==> config.mk <==
export PLATFORM = sky130hd
export DESIGN_NAME = spr_fifo
export DESIGN_NICKNAME = d
export VERILOG_FILES = /design/src/rtl/spr_pkg.sv /design/src/rtl/spr_fifo.sv
export SDC_FILE = /design/constraint.sdc
export NUM_CORES = 2
export LEC_CHECK = 0
export ABC_AREA = 1
export BUFFER_PORTS_ARGS = -buffer_cell sky130_fd_sc_hd__buf_2
export CAP_MARGIN = 20
export CORE_ASPECT_RATIO = 0.5
export CORE_UTILIZATION = 50
export DETAILED_ROUTE_END_ITERATION = 16
export PLACE_DENSITY = 0.68
export SYNTH_ARGS = -nofsm -noshare
export SYNTH_HDL_FRONTEND = slang
export SYNTH_SLANG_ARGS = --single-unit
==> constraint.sdc <==
create_clock -name clk -period 14.1 [get_ports clk]
set_clock_uncertainty 0.15 [all_clocks]
set_input_delay 0.705 -clock clk [delete_from_list [all_inputs] [get_ports clk]]
set_output_delay 0.705 -clock clk [all_outputs]
set_load 0.1 [all_outputs]
==> src/rtl/spr_pkg.sv <==
// ----------------------------------------------------------------------------
// spr_pkg
// shared types, constants and register codes for the sphere repulsion block
// ----------------------------------------------------------------------------
package spr_pkg;

	localparam int FRAC_BITS    = 16;
	localparam int EPS_RAW      = ((1 << FRAC_BITS) + 5000) / 10000;
	localparam int EPS          = (EPS_RAW == 0) ? 1 : EPS_RAW;
	localparam int QUEUE_AW     = 3;
	localparam int FRONT_STAGES = 5;
	localparam int SQRT_STAGES  = 32;
	localparam int DIV_STAGES   = 31;
	localparam int LATENCY      = FRONT_STAGES + 2 + SQRT_STAGES + 2 + DIV_STAGES + 1;

	localparam logic [30:0] RADIUS_RST = 31'd65536;
	localparam logic [30:0] PUSH_RST   = 31'd6554;

	typedef enum logic [2:0] {
		REG_CENTER_X = 3'd0,
		REG_CENTER_Y = 3'd1,
		REG_CENTER_Z = 3'd2,
		REG_RADIUS   = 3'd3,
		REG_PUSH     = 3'd4
	} cfg_reg_t;

	typedef struct packed {
		logic signed [31:0] point_x;
		logic signed [31:0] point_y;
		logic signed [31:0] point_z;
	} in_item_t;

	typedef struct packed {
		logic signed [31:0] moved_x;
		logic signed [31:0] moved_y;
		logic signed [31:0] moved_z;
		logic               was_inside;
	} result_t;

	typedef struct packed {
		logic signed [31:0] center_x;
		logic signed [31:0] center_y;
		logic signed [31:0] center_z;
		logic [30:0]        sphere_radius;
		logic [30:0]        push_distance;
	} cfg_t;

	typedef struct packed {
		logic [2:0][31:0] point;
		logic [2:0][31:0] emag;
		logic [2:0]       eneg;
		logic             in_sphere;
		logic [63:0]      esum;
	} q_item_t;

	typedef struct packed {
		logic [2:0][31:0] point;
		logic [2:0][31:0] emag;
		logic [2:0]       eneg;
		logic             in_sphere;
	} sq_item_t;

	typedef struct packed {
		logic [2:0][31:0] point;
		logic [2:0]       eneg;
		logic             in_sphere;
		logic             lzero;
	} dv_item_t;

	typedef struct packed {
		logic empty;
		logic almost_full;
	} fifo_stat_t;

endpackage

==> src/rtl/spr_fifo.sv <==
// ----------------------------------------------------------------------------
// spr_fifo
// short queue between the classifying front and the arithmetic back
// ----------------------------------------------------------------------------
module spr_fifo #(
	parameter int AW = spr_pkg::QUEUE_AW
) (
	input  logic                clk,
	input  logic                arst_n,
	input  logic                push,
	input  spr_pkg::q_item_t    push_item,
	output logic                rd_valid,
	output spr_pkg::q_item_t    rd_item,
	output spr_pkg::fifo_stat_t stat
);
	import spr_pkg::*;

	localparam int DEPTH = 1 << AW;

	q_item_t mem [DEPTH];
	logic [AW-1:0] wr_ptr_q, rd_ptr_q;
	logic [AW:0]   count_q;
	logic          pop;
	logic          rd_valid_q;
	q_item_t       rd_item_q;

	assign pop              = (count_q != '0);
	assign stat.empty       = (count_q == '0);
	assign stat.almost_full = (count_q >= (AW+1)'(DEPTH - FRONT_STAGES));
	assign rd_valid         = rd_valid_q;
	assign rd_item          = rd_item_q;

	always_ff @(posedge clk) begin
		if (push)
			mem[wr_ptr_q] <= push_item;
		if (pop)
			rd_item_q <= mem[rd_ptr_q];
	end

	always_ff @(posedge clk or negedge arst_n) begin
		if (!arst_n) begin
			wr_ptr_q   <= '0;
			rd_ptr_q   <= '0;
			count_q    <= '0;
			rd_valid_q <= 1'b0;
		end else begin
			rd_valid_q <= pop;
			if (push)
				wr_ptr_q <= wr_ptr_q + 1'b1;
			if (pop)
				rd_ptr_q <= rd_ptr_q + 1'b1;
			case ({push, pop})
				2'b10:   count_q <= count_q + 1'b1;
				2'b01:   count_q <= count_q - 1'b1;
				default: count_q <= count_q;
			endcase
		end
	end

	a_no_overflow: assert property (@(posedge clk) disable iff (!arst_n)
		!(push && (count_q == (AW+1)'(DEPTH)) && !pop))
		else $error("queue overflow");

endmodule

==> results.py <==
metrics = {
    "pwr": {
        "max-vdd-ir-drop_mv": 0.219,
        "combPwrFrac_pct": 37.2,
        "p_leak_nw": 35.9,
        "p_sw_mw": 9.88,
        "seqPwrFrac_pct": 39.7,
        "p_int_mw": 13.9,
        "power_frac_clock_pct": 23.1,
        "swShare_pct": 41.5,
        "p_per_area_mw_per_mm2": 231,
    },
    "grt": {
        "groute.usage.overall_pct": 22.2,
        "grt_pass1_vias": 51300,
        "grt_max_degree": 298,
        "antenna_found_initial": 20,
        "grt_first_pass_wirelength_microns": 308000,
        "globalRouteOverflowTotal": 0,
    },
    "route": {
        "postRouteAntennaNets": 0,
        "dr.pass1.iters": 5,
        "drt_iter0_drc": 4938,
        "drc_errors": 0,
        "num_vias": 53800,
        "wl_microns": 206000,
        "wl_per_cell_microns": 20.8,
        "via_per_inst": 5.41,
    },
    "worst_setup_path": {
        "rr_worst_depth": 10,
        "cp_data_required_time_ps": 14620,
        "path_max_fanout": 96,
        "end_kind": "register",
        "critPathKind": "register to register",
        "arrival_ps": 6080,
        "critPathLaunchType": "register",
    },
    "floorplanning": {
        "initial_core_util_pct": 50.6,
        "row_count": 109,
        "boundaryPins": 526,
        "core_area_sq_mm": 0.177,
        "dieArea_sq_mm": 0.181,
        "die_x_microns": 601,
        "die_h_microns": 302,
    },
    "cts": {
        "clock_sinks": 2351,
        "root_buffer": "clkbuf_16",
        "cts_buffers": 204,
        "htree_levels": 4,
        "cts_resized": 0,
        "clk_pin_slew_ps": 60,
        "hold_buffers": 262,
        "cts.path.max_buffers": 4,
        "clkLatencyLatePin_ps": 840,
        "cts_post_setup_buffers_inserted": 0,
        "cts_tree": "done",
    },
    "placement": {
        "dp.cells": 9303,
        "place_hpwl_microns": 102000,
        "io_buffer_count": 525,
        "place_congestion": 0.765,
    },
    "sta": {
        "finalHoldViolCount": 0,
        "max_slew.worst_pin.slew_ps": 1460,
        "period_needed_ps": 5570,
        "fmax_mhz": 180,
        "finalSetupViolCount": 0,
        "finalCritPeriodShare_pct": 39.5,
        "setup_tns_ps": 0,
        "slew_viol_final": 0,
        "timing.slew.headroom_pct": 2.70,
        "rsz0062_at_grt": "false",
    },
    "finish": {
        "final_common_cell": "edfxtp_1",
        "area_delta_synth_final_pct": 14.9,
        "nets": 7658,
        "fin_cells": 9942,
        "final_cell_mix": "edfxtp_1 (2340), nor2_1 (1562), o21ai_0 (1043)",
        "drive_above_1_share_pct": 11.9,
    },
    "run_status": {
        "status": "complete, no violations",
    },
    "synth": {
        "yosysSeqAreaShare_pct": 78.6,
        "syn_nets": 6992,
        "avgSynthCellArea_sq_um": 13.3,
        "syn_area_sq_mm": 0.0897,
        "yosysUniqueCellTypes": 21,
        "synth.yosys.warnings": 0,
        "ys_ff_latch": 2351,
        "syn_inst": 6724,
    },
    "min_path": {
        "worstHoldPathType": "primary input to async pin",
    },
    "run": {
        "cap_violations": 0,
    },
}
## worst max-delay path, cell delays in order, from the launching register on
cell     delay, ps
dfrtp_4       1050
buf_4          800
buf_4          800
buf_4          890
buf_4          810
nor2_1         140
nor2_1         110
o21ai_0         90
o21ai_1        120
nand2_1         60
nand2_1        110
## kinds of logic after synthesis
logic type | share of synthesized area [%]
and+or+nand+nor | 9.97
DFF | 78.6
AOI/OAI and AO/OA | 8.73
buffers and inverters | 2.54
xor gates and xnor gates | 0.0488
adders and majority gates | 0.0781
## metrics by stage
stage / instance area (sq um) / utilization, % / setup WS (ps) / hold WS, ps / total power [mW]
floorplan: 89700 / - / 1220 / 259 / 16.8
CTS: 103000 / 58.0 / 8660 / 102 / 23.9
global route: 103000 / 58.1 / 8200 / 131 / 25.0
finish: 103000 / 58.1 / 8530 / 152 / 23.8
global placement: 93900 / 52.9 / 8780 / 364 / 18.2
detailed placement: 93900 / 52.9 / 8710 / 369 / 18.4
## synthesized netlist by cell type, drive strengths merged
master | n | area share, %
nor2 | 1570 | 6.6
edfxtp | 2340 | 78
inv | 14 | 0.061
nand2 | 807 | 3.4
o21ai | 1563 | 8.7
fa | 1 | 0.022
dfrtp | 11 | 0.31
clkbuf | 196 | 0.82
or2 | 1 | 0.0070
buf | 208 | 1.7
nand3 | 3 | 0.017
xor2 | 3 | 0.029
xnor2 | 2 | 0.020
o22ai | 1 | 0.0070
ha | 4 | 0.056
## cell type report
class / count / area (sq um)
fill: 13600 / 74400
sequential: 2351 / 70600
multi-input combinational: 3955 / 17000
timing repair buffer: 864 / 6040
clock buffer: 243 / 5360
tap: 2386 / 2990
clock inverter: 115 / 1060
inverter: 14 / 76.3
antenna: 14 / 35.0
## layer usage
metal	global-route usage (%)	wire, microns	vias to the layer above
li1	-	-	25300
met1	29.4	85700	26700
met2	38.2	104000	1406
met3	2.91	9970	368
met4	7.93	6860	8
met5	0	47	-
## flip-flops by register name, summed over array words and instances (netlist names)
signal / cells
rd_item: 260
mem: 2080
rd_ptr_q: 3
wr_ptr_q: 3
count_q: 4
rd_valid: 1
## power by group through the flow
stage / sequential [mW] / combinational, mW / clock [mW]
2_1_floorplan: 12.6 / 4.13 / 0
3_3_place_gp: 9.63 / 8.60 / 0
3_5_place_dp: 9.64 / 8.71 / 0
4_1_cts: 9.49 / 8.81 / 5.60
5_1_grt: 9.51 / 9.60 / 5.86
6_report: 9.44 / 8.84 / 5.51
## path summary, 6_finish.rpt
kind | endpoint | from | slack (ps)
max in group asynchronous | rd_ptr_q[1] | arst_n | 13340
hold reg to reg | count_q[3] | count_q[3] | 380
hold / removal | rd_valid | arst_n | 150
min in group clk | count_q[3] | count_q[3] | 380
setup reg to reg | rd_item[85] | rd_ptr_q[0] | 8530
setup / recovery | rd_item[85] | rd_ptr_q[0] | 8530
No activity file was read; power rests on OpenSTA's default activity.
